**config.mk**
```make
export PLATFORM = sky130hd
export DESIGN_NAME = rational_arith_reduce
export DESIGN_NICKNAME = d
export VERILOG_FILES = /design/src/rtl/rar_pkg.sv /design/src/rtl/rar_ctrl.sv /design/src/rtl/rar_dp.sv /design/src/rtl/rational_arith_reduce.sv
export SDC_FILE = /design/constraint.sdc
export NUM_CORES = 2
export LEC_CHECK = 0
export BUFFER_PORTS_ARGS = -buffer_cell sky130_fd_sc_hd__buf_2
export CAP_MARGIN = 25
export CELL_PAD_IN_SITES_DETAIL_PLACEMENT = 1
export CELL_PAD_IN_SITES_GLOBAL_PLACEMENT = 1
export CORE_MARGIN = 2
export CORE_UTILIZATION = 35
export CTS_CLUSTER_DIAMETER = 30
export CTS_CLUSTER_SIZE = 30
export DETAILED_ROUTE_END_ITERATION = 8
export PLACE_DENSITY_LB_ADDON = 0.1
export REMOVE_ABC_BUFFERS = 1
export SYNTH_ARGS = -nofsm -noshare
export SYNTH_HDL_FRONTEND = slang
export SYNTH_HIERARCHICAL = 1
export SYNTH_SLANG_ARGS = --single-unit
```
**constraint.sdc**
```tcl
create_clock -name clock -period 26.4 [get_ports clock]
set_input_delay 1.32 -clock clock [delete_from_list [all_inputs] [get_ports clock]]
set_output_delay 1.32 -clock clock [all_outputs]
set_load 0.01 [all_outputs]
```
**src/rtl/rar_pkg.sv**
```systemverilog
`timescale 1ns / 1ps
`default_nettype none
// ---------------------------------------------------------------------------
// rar_pkg: shared types and constants for the rational arithmetic unit
// Operation, status and form codes, the controller state type and the
// command and status bundles that pass between controller and datapath.
// ---------------------------------------------------------------------------
package rar_pkg;

   localparam int OperandWidthDefault = 16;

   typedef enum logic [1:0] {
      OP_ADD = 2'd0,
      OP_SUB = 2'd1,
      OP_MUL = 2'd2,
      OP_DIV = 2'd3
   } op_type;

   typedef enum logic [1:0] {
      ST_OK       = 2'd0,
      ST_ZERO_DEN = 2'd1,
      ST_DIV_ZERO = 2'd2
   } status_type;

   typedef enum logic [1:0] {
      FORM_INT   = 2'd0,
      FORM_FRAC  = 2'd1,
      FORM_MIXED = 2'd2
   } form_type;

   typedef enum logic [3:0] {
      S_IDLE,
      S_MUL,
      S_SUM,
      S_SIGN,
      S_GCD_INIT,
      S_GCD,
      S_RED_INIT,
      S_RED_NUM,
      S_RED_DEN,
      S_WHOLE_INIT,
      S_WHOLE,
      S_FINISH,
      S_OUT
   } state_type;

   // Commands from controller to datapath.
   typedef struct packed {
      logic load;        // capture operands
      logic mul;         // form cross products
      logic sum;         // combine products into numerator and denominator
      logic sign;        // normalize sign, check errors
      logic gcd_init;    // start gcd
      logic gcd_step;    // one remainder bit step
      logic red_init;    // start divide of numerator by gcd
      logic red_num_end; // keep quotient as numerator, start denominator divide
      logic div_step;    // one restoring-divide step
      logic red_den_end; // keep quotient as denominator
      logic whole_init;  // start divide of numerator by denominator
      logic finish;      // build result
   } cmd_type;

   // Status from datapath to controller.
   typedef struct packed {
      logic error;       // zero denominator or division by zero
      logic gcd_done;    // gcd finished
      logic div_last;    // divider on its last step
      logic mixed;       // result needs whole part split
   } stat_type;

endpackage

`default_nettype wire

```
**src/rtl/rar_ctrl.sv**
```systemverilog
`timescale 1ns / 1ps
`default_nettype none
// ---------------------------------------------------------------------------
// rar_ctrl: sequencer for the rational arithmetic unit
// Walks one request through multiply, sign, gcd, reduce and split steps.
// ---------------------------------------------------------------------------
module rar_ctrl
   import rar_pkg::*;
(
   input  wire logic     clock,
   input  wire logic     reset,
   input  wire logic     req_tvalid,
   output logic          req_tready,
   output logic          rsp_tvalid,
   input  wire logic     rsp_tready,
   input  wire stat_type stat,
   output cmd_type       cmd
);

   state_type state_ff, state_in;

   always_ff @(posedge clock) begin
      if (reset) begin
         state_ff <= S_IDLE;
      end else begin
         state_ff <= state_in;
      end
   end

   always_comb begin
      state_in = state_ff;
      unique case (state_ff)
         S_IDLE:       if (req_tvalid) state_in = S_MUL;
         S_MUL:        state_in = S_SUM;
         S_SUM:        state_in = S_SIGN;
         S_SIGN:       state_in = stat.error ? S_OUT : S_GCD_INIT;
         S_GCD_INIT:   state_in = S_GCD;
         S_GCD:        if (stat.gcd_done) state_in = S_RED_INIT;
         S_RED_INIT:   state_in = S_RED_NUM;
         S_RED_NUM:    if (stat.div_last) state_in = S_RED_DEN;
         S_RED_DEN:    if (stat.div_last) state_in = S_WHOLE_INIT;
         S_WHOLE_INIT: state_in = stat.mixed ? S_WHOLE : S_FINISH;
         S_WHOLE:      if (stat.div_last) state_in = S_FINISH;
         S_FINISH:     state_in = S_OUT;
         S_OUT:        if (rsp_tready) state_in = S_IDLE;
         default:      state_in = S_IDLE;
      endcase
   end

   always_comb begin
      cmd        = '0;
      req_tready = 1'b0;
      rsp_tvalid = 1'b0;
      unique case (state_ff)
         S_IDLE: begin
            req_tready = 1'b1;
            cmd.load   = req_tvalid;
         end
         S_MUL:        cmd.mul = 1'b1;
         S_SUM:        cmd.sum = 1'b1;
         S_SIGN:       cmd.sign = 1'b1;
         S_GCD_INIT:   cmd.gcd_init = 1'b1;
         S_GCD:        cmd.gcd_step = 1'b1;
         S_RED_INIT:   cmd.red_init = 1'b1;
         S_RED_NUM: begin
            cmd.div_step    = 1'b1;
            cmd.red_num_end = stat.div_last;
         end
         S_RED_DEN: begin
            cmd.div_step    = 1'b1;
            cmd.red_den_end = stat.div_last;
         end
         S_WHOLE_INIT: cmd.whole_init = 1'b1;
         S_WHOLE:      cmd.div_step = 1'b1;
         S_FINISH:     cmd.finish = 1'b1;
         S_OUT:        rsp_tvalid = 1'b1;
         default: ;
      endcase
   end

endmodule

`default_nettype wire

```
**src/rtl/rar_dp.sv**
```systemverilog
`timescale 1ns / 1ps
`default_nettype none
// ---------------------------------------------------------------------------
// rar_dp: datapath of the rational arithmetic unit
// Cross products, sign normalization, and one bit-serial restoring divider
// shared by the gcd remainder passes, reduction and whole-part split.
// ---------------------------------------------------------------------------
module rar_dp
   import rar_pkg::*;
#(
   parameter int OPERAND_WIDTH = OperandWidthDefault
) (
   input  wire logic                     clock,
   input  wire cmd_type                  cmd,
   output stat_type                      stat,
   input  wire logic [1:0]               op,
   input  wire logic [OPERAND_WIDTH-1:0] first_num,
   input  wire logic [OPERAND_WIDTH-1:0] first_den,
   input  wire logic [OPERAND_WIDTH-1:0] second_num,
   input  wire logic [OPERAND_WIDTH-1:0] second_den,
   output logic [1:0]                    status,
   output logic [1:0]                    form,
   output logic [31:0]                   whole_part,
   output logic [32:0]                   result_num,
   output logic [30:0]                   result_den
);

   localparam int W  = OPERAND_WIDTH;
   localparam int PW = 2 * W;       // signed product width
   localparam int SW = PW + 1;      // signed sum width
   localparam int MW = PW;          // magnitude width
   localparam int CW = $clog2(MW + 1);

   logic [1:0]          op_ff;
   logic signed [W-1:0] a_ff, b_ff, c_ff, d_ff;
   logic signed [PW-1:0] p0_ff, p1_ff, p2_ff;
   logic signed [SW-1:0] n_ff;
   logic signed [SW-1:0] m_ff;
   logic                 err_ff;
   logic [1:0]           err_code_ff;
   logic                 neg_ff;
   logic [MW-1:0]        mag_ff, den_ff;
   // gcd and divider share x (dividend/shift), y (divisor), r (remainder).
   logic [MW-1:0]        x_ff, y_ff, r_ff, q_ff;
   logic [CW-1:0]        cnt_ff;
   logic                 gdone_ff;
   logic [1:0]           status_ff, form_ff;
   logic [31:0]          whole_ff;
   logic [32:0]          rnum_ff;
   logic [30:0]          rden_ff;

   logic signed [PW-1:0] pa, pb, pc;
   logic signed [SW-1:0] n_in, m_in;
   logic [MW:0]          r_sh, r_sub;
   logic [MW-1:0]        r_next, q_next;
   logic                 fits;
   logic [SW-1:0]        mag_in;

   always_comb begin
      r_sh   = {r_ff, x_ff[MW-1]};
      r_sub  = r_sh - {1'b0, y_ff};
      fits   = !r_sub[MW];
      r_next = fits ? r_sub[MW-1:0] : r_sh[MW-1:0];
      q_next = {q_ff[MW-2:0], fits};
   end

   always_comb begin
      unique case (op_type'(op_ff))
         OP_ADD, OP_SUB: begin
            pa = a_ff * d_ff; pb = b_ff * c_ff; pc = b_ff * d_ff;
         end
         OP_MUL: begin
            pa = a_ff * c_ff; pb = '0; pc = b_ff * d_ff;
         end
         default: begin
            pa = a_ff * d_ff; pb = '0; pc = b_ff * c_ff;
         end
      endcase
      if (op_type'(op_ff) == OP_SUB) begin
         n_in = SW'(p0_ff) - SW'(p1_ff);
      end else begin
         n_in = SW'(p0_ff) + SW'(p1_ff);
      end
      m_in = SW'(p2_ff);
   end

   always_comb begin
      if (n_ff[SW-1]) mag_in = -n_ff;
      else            mag_in = n_ff;
   end

   always_ff @(posedge clock) begin
      if (cmd.load) begin
         op_ff <= op;
         a_ff  <= first_num;  b_ff <= first_den;
         c_ff  <= second_num; d_ff <= second_den;
      end
      if (cmd.mul) begin
         p0_ff <= pa; p1_ff <= pb; p2_ff <= pc;
         err_ff      <= (b_ff == '0) || (d_ff == '0);
         err_code_ff <= ST_ZERO_DEN;
      end
      if (cmd.sum) begin
         n_ff <= n_in;
         m_ff <= m_in;
         if (!err_ff && m_in == '0) begin
            err_ff      <= 1'b1;
            err_code_ff <= ST_DIV_ZERO;
         end
      end
      if (cmd.sign) begin
         // Sign moves onto the numerator: negative iff signs differ.
         neg_ff <= (n_ff != '0) && (n_ff[SW-1] != m_ff[SW-1]);
         mag_ff <= MW'(mag_in);
         den_ff <= m_ff[SW-1] ? MW'(-m_ff) : MW'(m_ff);
         if (err_ff) begin
            status_ff <= err_code_ff;
            form_ff   <= FORM_INT;
            whole_ff  <= '0;
            rnum_ff   <= '0;
            rden_ff   <= 31'd1;
         end
      end
      // Gcd: x holds the dividend, y the divisor; each pass of MW bit steps
      // yields x mod y, then the pair rotates.
      if (cmd.gcd_init) begin
         x_ff     <= mag_ff;
         y_ff     <= den_ff;
         r_ff     <= '0;
         cnt_ff   <= '0;
         gdone_ff <= 1'b0;
      end
      if (cmd.gcd_step) begin
         if (cnt_ff == CW'(MW - 1)) begin
            if (r_next == '0) begin
               gdone_ff <= 1'b1;
               q_ff     <= y_ff;
            end else begin
               x_ff <= y_ff;
               y_ff <= r_next;
            end
            r_ff   <= '0;
            cnt_ff <= '0;
         end else begin
            x_ff   <= {x_ff[MW-2:0], 1'b0};
            r_ff   <= r_next;
            cnt_ff <= cnt_ff + 1'b1;
         end
      end
      if (cmd.red_init) begin
         x_ff   <= mag_ff;
         y_ff   <= q_ff;
         r_ff   <= '0;
         cnt_ff <= '0;
      end
      if (cmd.div_step) begin
         x_ff   <= {x_ff[MW-2:0], 1'b0};
         r_ff   <= r_next;
         q_ff   <= q_next;
         cnt_ff <= cnt_ff + 1'b1;
         if (cnt_ff == CW'(MW - 1)) cnt_ff <= '0;
      end
      if (cmd.red_num_end) begin
         mag_ff <= q_next;
         x_ff   <= den_ff;
         r_ff   <= '0;
         q_ff   <= y_ff;
         y_ff   <= y_ff;
      end
      if (cmd.red_den_end) begin
         den_ff <= (mag_ff == '0) ? MW'(1) : q_next;
      end
      if (cmd.whole_init) begin
         x_ff   <= mag_ff;
         y_ff   <= den_ff;
         r_ff   <= '0;
         cnt_ff <= '0;
      end
      if (cmd.finish) begin
         status_ff <= ST_OK;
         rden_ff   <= 31'(den_ff);
         if (den_ff == MW'(1)) begin
            form_ff  <= FORM_INT;
            whole_ff <= '0;
            rnum_ff  <= neg_ff ? -33'(mag_ff) : 33'(mag_ff);
            rden_ff  <= 31'd1;
         end else if (!neg_ff && mag_ff > den_ff) begin
            form_ff  <= FORM_MIXED;
            whole_ff <= 32'(q_ff);
            rnum_ff  <= 33'(r_ff);
         end else begin
            form_ff  <= FORM_FRAC;
            whole_ff <= '0;
            rnum_ff  <= neg_ff ? -33'(mag_ff) : 33'(mag_ff);
         end
      end
   end

   assign stat.error    = err_ff;
   assign stat.gcd_done = gdone_ff;
   assign stat.div_last = (cnt_ff == CW'(MW - 1));
   assign stat.mixed    = (den_ff != MW'(1)) && !neg_ff && (mag_ff > den_ff);

   assign status     = status_ff;
   assign form       = form_ff;
   assign whole_part = whole_ff;
   assign result_num = rnum_ff;
   assign result_den = rden_ff;

endmodule

`default_nettype wire

```
**src/rtl/rational_arith_reduce.sv**
```systemverilog
`timescale 1ns / 1ps
`default_nettype none
// ---------------------------------------------------------------------------
// rational_arith_reduce: add, subtract, multiply or divide two fractions
// An input error skips the gcd, reduce and split steps; otherwise the gcd
// loop repeats remainder passes until a remainder is zero, then numerator
// and denominator are divided by the gcd, and a mixed number is split into
// its whole part. One request at a time; the next is accepted in the cycle
// after the result is taken at the earliest. Reset returns the sequencer to
// idle; no other state is reset.
// ---------------------------------------------------------------------------
module rational_arith_reduce
   import rar_pkg::*;
#(
   parameter int OPERAND_WIDTH = OperandWidthDefault
) (
   input  wire logic clock,
   input  wire logic reset,
   input  wire logic req_tvalid,
   output logic      req_tready,
   // op, first_num, first_den, second_num, second_den from bit 0 up
   input  wire logic [((2+4*OPERAND_WIDTH+7)/8)*8-1:0] req_tdata,
   output logic       rsp_tvalid,
   input  wire logic  rsp_tready,
   // status, form, whole_part, result_num, result_den from bit 0 up
   output logic [103:0] rsp_tdata
);

   localparam int W = OPERAND_WIDTH;

   cmd_type  cmd;
   stat_type stat;
   logic [1:0]  status, form;
   logic [31:0] whole_part;
   logic [32:0] result_num;
   logic [30:0] result_den;

   rar_ctrl u_ctrl (
      .clock, .reset, .req_tvalid, .req_tready, .rsp_tvalid, .rsp_tready,
      .stat, .cmd
   );

   rar_dp #(.OPERAND_WIDTH(W)) u_dp (
      .clock, .cmd, .stat,
      .op         (req_tdata[1:0]),
      .first_num  (req_tdata[2+W-1:2]),
      .first_den  (req_tdata[2+2*W-1:2+W]),
      .second_num (req_tdata[2+3*W-1:2+2*W]),
      .second_den (req_tdata[2+4*W-1:2+3*W]),
      .status, .form, .whole_part, .result_num, .result_den
   );

   assign rsp_tdata = {4'd0, result_den, result_num, whole_part, form, status};

endmodule

`default_nettype wire

```
**Yosys cells after proc, flatten, opt, wreduce, memory -nomap -nowiden**

Cells that the tools add are included.

- Input port bits: 76
- Memories kept: 0
- Bits in read-only memories: 0
- Latch bits: 0
- Output and inout bits: 106
- Bits in writable memories: 0
- Register bits: 534

- Bitwise logic cells: 0
- Equality and inequality tests: 25
- Div/mod/pow operators: 0
- Reduce and logical (&&, ||, !) cells: 33
- Multiply operators: 4
- Magnitude comparators: 1
- Mux-type cells: 94
- Shift-type cells: 0
- Add/sub/neg operators: 7

Operators with widths:

| kind | number |
|---|---|
| 2-to-1 mux 32 bit | 40 |
| 2-to-1 mux 33 bit | 7 |
| multiplier 16 x 16 -> 32 bit | 4 |
| 2-to-1 mux 31 bit | 4 |
| logical NOT 32 bit | 2 |
| negation 32 bit | 2 |
| case mux 4 bit (13 select lines) | 1 |
| adder 32 x 32 -> 33 bit | 1 |
| logical NOT 33 bit | 1 |
| negation 32 -> 33 bit | 1 |
| nonzero test 33 bit | 1 |
| subtractor 32 x 32 -> 33 bit | 1 |
| subtractor 33 x 32 -> 33 bit | 1 |
| equality test 32 x 1 -> 1 bit, second input constant | 1 |
| > comparator 32 bit | 1 |
| logical NOT 16 bit | 2 |
| != test 32 x 1 -> 1 bit, second input constant | 1 |
| 2-to-1 mux 6 bit | 5 |
| 2-to-1 mux 4 bit | 7 |
| 2-to-1 mux 1 bit | 22 |
| equality test 4 bit, second input constant | 5 |
| equality test 4 x 3 -> 1 bit, second input constant | 4 |
| 2-to-1 mux 2 bit | 8 |
| nonzero test 3 bit | 3 |
| 21 further kinds | 39 |

**Longest topological paths before layout**

- Depth in word-level cells: 10
- Mapped depth: 26
- Gate-level depth less buffers: 25

**Hierarchy**

The synthesis kept the hierarchy.

By module, submodules not included:

| module | instances | area each (um^2) | cells each |
|---|---|---|---|
| rar_dp | 1 | 69178.8 | 7339 |
| rar_ctrl | 1 | 359.1 | 55 |
| rational_arith_reduce | 1 | 33.8 | 5 |

**Worst setup path before layout**

No wires, ideal clock.

- Path type: register to register
- Start point: register u_ctrl.state_ff[0]
- End point: register u_dp.err_ff
- Cell stages (with the launch flop): 6
- Period minus slack after synthesis: 8.422 ns
- Setup slack: 17.978 ns
- Data required time: 26.313 ns
- Arrival: 8.335 ns
- Library setup time: 0.087 ns
- Path through: dfxtp_1 > clkbuf_1 > nand2_1 > nor3_1 > o21ai_0 > nand2b_1

RTL lines:

| element | line | source |
|---|---|---|
| from (decl) | rar_ctrl.sv:20 | `state_type state_ff, state_in;` |
| from (signal assigned) | rar_ctrl.sv:26 | `state_ff <= state_in;` |
| to (signal assigned) | rar_dp.sv:100 | `err_ff <= (b_ff == '0) \|\| (d_ff == '0);` |
| to (decl) | rar_dp.sv:39 | `logic err_ff;` |

**Final worst setup path**

- Start point: register u_dp.d_ff[1]
- End point: register u_dp.p2_ff[30], data pin

- Longest elaborated chain between the ends: 2

Ends and longest elaborated chain:

| element | line | source |
|---|---|---|
| from (decl) | rar_dp.sv:35 | `logic signed [W-1:0] a_ff, b_ff, c_ff, d_ff;` |
| from (signal assigned) | rar_dp.sv:96 | `c_ff <= second_num; d_ff <= second_den;` |
| multiplier 16 x 16 -> 32 bit | rar_dp.sv:70, rar_dp.sv:73 |  |
| 2-to-1 mux 32 bit | n/a |  |
| net u_dp.pc[30] | rar_dp.sv:52 | `logic signed [PW-1:0] pa, pb, pc;` |
| to (signal assigned) | rar_dp.sv:99 | `p0_ff <= pa; p1_ff <= pb; p2_ff <= pc;` |
| to (decl) | rar_dp.sv:36 | `logic signed [PW-1:0] p0_ff, p1_ff, p2_ff;` |

The timed path passes the listed nets, and every way through them passes these cells.
A chain may end at the register's enable or synchronous reset.

==> results.md <==
* Max Slew Vio Count at 0
* Tmin final at 7.89 ns
* Initial Utilization at 35.2%
* Hold crit path type: register to register
* Synth Area per Inst at 9.40 um2
* DR vias at 52800
* CP max stage delay at 0.58 ns
* Number of synthesized flops with an enable pin at 454
* Core area at 197000 um2
* DRC Markers at 0
* Total GRT Usage at 22.9%
* Max stage delay cell, worst path: fa_1
* Most common cell after layout, fill and taps aside: inv_1
* Final TNS setup at 0 ns
* Routability cong. at 0.840
* Fin nets at 9026
* Setup violations, final at 0
* Final ANT Viol Nets at 0
* First-pass GRT wire length at 358 mm
* CTS hold repair buffers at 0
* Clock buffer depth at 3
* Skew-Pair Late Insertion Delay at 0.81 ns
* Max FO, Critical Path at 33
* Ys async rst share at 0%
* Resized Gates After CTS at 0
* Main synth FF type: edfxtp_1
* Setup Skew at 0.0511 ns
* CP required at 26.90 ns
* Yosys reg bits at roughly 530
* Largest net degree at the start of global routing at 97
* Area Growth Syn to Fin at 13.7%
* CTS buffer count at 160
* Register area share after synthesis at 21.9%
* Synth Warn # at 6
* WL/cell at 22.2 um
* Vias in the first global route at 58900
* Crit path launch type: register
* Row Count at about 160
* Port bufs at between 150 and 200
* Filler Cell Count at ~22000
* Cell count after synthesis at 7399
* CTS H-tree lvls at 4
* Initial DRC Count at 2279
* Vias per cell at 5.15
* Drt total wl at 227 mm
* Post-CTS Setup Repair Bufs at 0
* Worst Path Arrival at 8.39 ns
* Reg2reg path depth at 21
* WS Path Type: register to register
* Boundary pin count at 182
* Chip width at around 450 um
* Initial antenna violation count at 3
* Total gr overflow at 0
* Detailed placement HPWL at approximately 170 mm
* Setup crit end kind: register
* 1st-pass router iterations at 5
* Post-Synthesis Cell Area at 69600 um2
* Most frequent cells in the layout: inv_1, fa_1, nand2_1, and2_1, edfxtp_1
* # clock sinks at 534
* Root Buffer: clkbuf_16
* RSZ-0062 raised after global routing: false
* Max Clk Rate at 0.127 GHz
* Final hold violations at 0
* CTS tree: built
* Status: finished, final reports clean
* Total of max-cap violations at 0
* Tcrit/Tclk final at between 20% and 30%
* CP cell instances: buf_4, nand2_1, fa_1, fa_1, fa_1, fa_1, inv_1, fa_1, fa_1, ha_1, nand2_1, o31ai_1, a31oi_1, a211oi_1, o2111ai_1, a41oi_1, o21ai_0, a21boi_0, nor2_1, a311oi_1, o21ai_0
* Actual slew at the worst max-slew pin at 0.999 ns
* Die height at approximately 450 um
* CTS clk-pin slew, worst paths at 0.04 ns
* Rel. slew slack at around 33%
* Post-synth cell types at 83
* Die area at 202000 um2
* Layout cell share with drive strength beyond 1 at 8.91%
* CP most frequent cell: fa_1
* Worst hold path depth at 0
layer usage:
layer	track usage (%)	vias to the layer above	wire, um	share of wire [%]
li1	-	24100	-	-
met4	7.74	2	7630	3.4
met5	0	-	8	0.0035
met3	2.51	281	6900	3.0
met2	40.7	851	114000	50
met1	28.9	27600	98400	43
worst paths after layout:
path / start / endpoint / slack (ns)
setup / recovery: u_dp/d_ff[1] / u_dp/p2_ff[30] / 18.51
setup reg to reg: u_dp/d_ff[1] / u_dp/p2_ff[30] / 18.51
hold reg to reg: u_dp/p2_ff[15] / u_dp/m_ff[15] / 0.44
hold / removal: u_dp/p2_ff[15] / u_dp/m_ff[15] / 0.44
cell usage after synthesis (162+ instances only):
| library cell | number | share of area (%) |
|---|---|---|
| nor3_1 | 162 | 1.2 |
| ha_1 | 429 | 7.7 |
| clkbuf_1 | 366 | 2.0 |
| a21oi_1 | 205 | 1.5 |
| and2_1 | 503 | 4.5 |
| inv_1 | 1260 | 6.8 |
| nand2_1 | 820 | 4.4 |
| fa_1 | 1050 | 30 |
| xnor2_1 | 173 | 2.2 |
| o21ai_0 | 258 | 1.9 |
| nor2_1 | 372 | 2.0 |
| edfxtp_1 | 454 | 20 |
through the flow:
| stage | instance area [um2] | instances | setup slack [ns] | hold slack, ns | utilization [%] |
|---|---|---|---|---|---|
| finish | 79100 | 10300 | 18.51 | 0.445 | 40.1 |
| floorplan | 68000 | 7011 | 15.24 | 0.417 | - |
| global placement | 73300 | 9946 | 18.52 | 0.436 | 37.1 |
| detailed placement | 73300 | 9947 | 18.37 | 0.437 | 37.1 |
| CTS | 79100 | 10200 | 18.35 | 0.448 | 40.1 |
| global route | 79100 | 10200 | 17.96 | 0.458 | 40.1 |
critical path: cells and delay by family, from the launching register on:
family          cells  cell delay (ns)
fa+ha+maj           7             3.48
compound gates      9             2.84
buf+inv             2             0.52
simple gates        3             0.37
flops               1             0.31
cell families (layout without fill, tap and decap cells):
kind of cell / Yosys count / count (layout) / synth area share [%]
and+or+nand+nor: 2314 / 2314 / 16.2
buffers and inverters: 1654 / 1859 / 9.02
adders and majority gates: 1479 / 1479 / 37.9
AOI/OAI and AO/OA: 1063 / 1063 / 10.3
DFF: 534 / 534 / 21.9
xor gates and xnor gates: 310 / 310 / 3.90
muxes: 44 / 44 / 0.683
other: 1 / 8 / 0.00539
cell type report:
| class | instances | area [um2] | area share, % |
|---|---|---|---|
| Tap cell | 2640 | 3300 | 4.17 |
| Clock inverter | 110 | 1650 | 2.09 |
| Timing Repair Buffer | 298 | 1830 | 2.31 |
| Antenna cell | 4 | 10.0 | 0.0126 |
| Clock buffer | 188 | 4150 | 5.24 |
| Sequential cell | 534 | 15200 | 19.3 |
| Inverter | 1263 | 4740 | 5.99 |
| Multi-Input combinational cell | 5214 | 48200 | 60.9 |
Power is not shown: default switching activity piles up to over one toggle a cycle in this logic, so the estimate is an artifact.
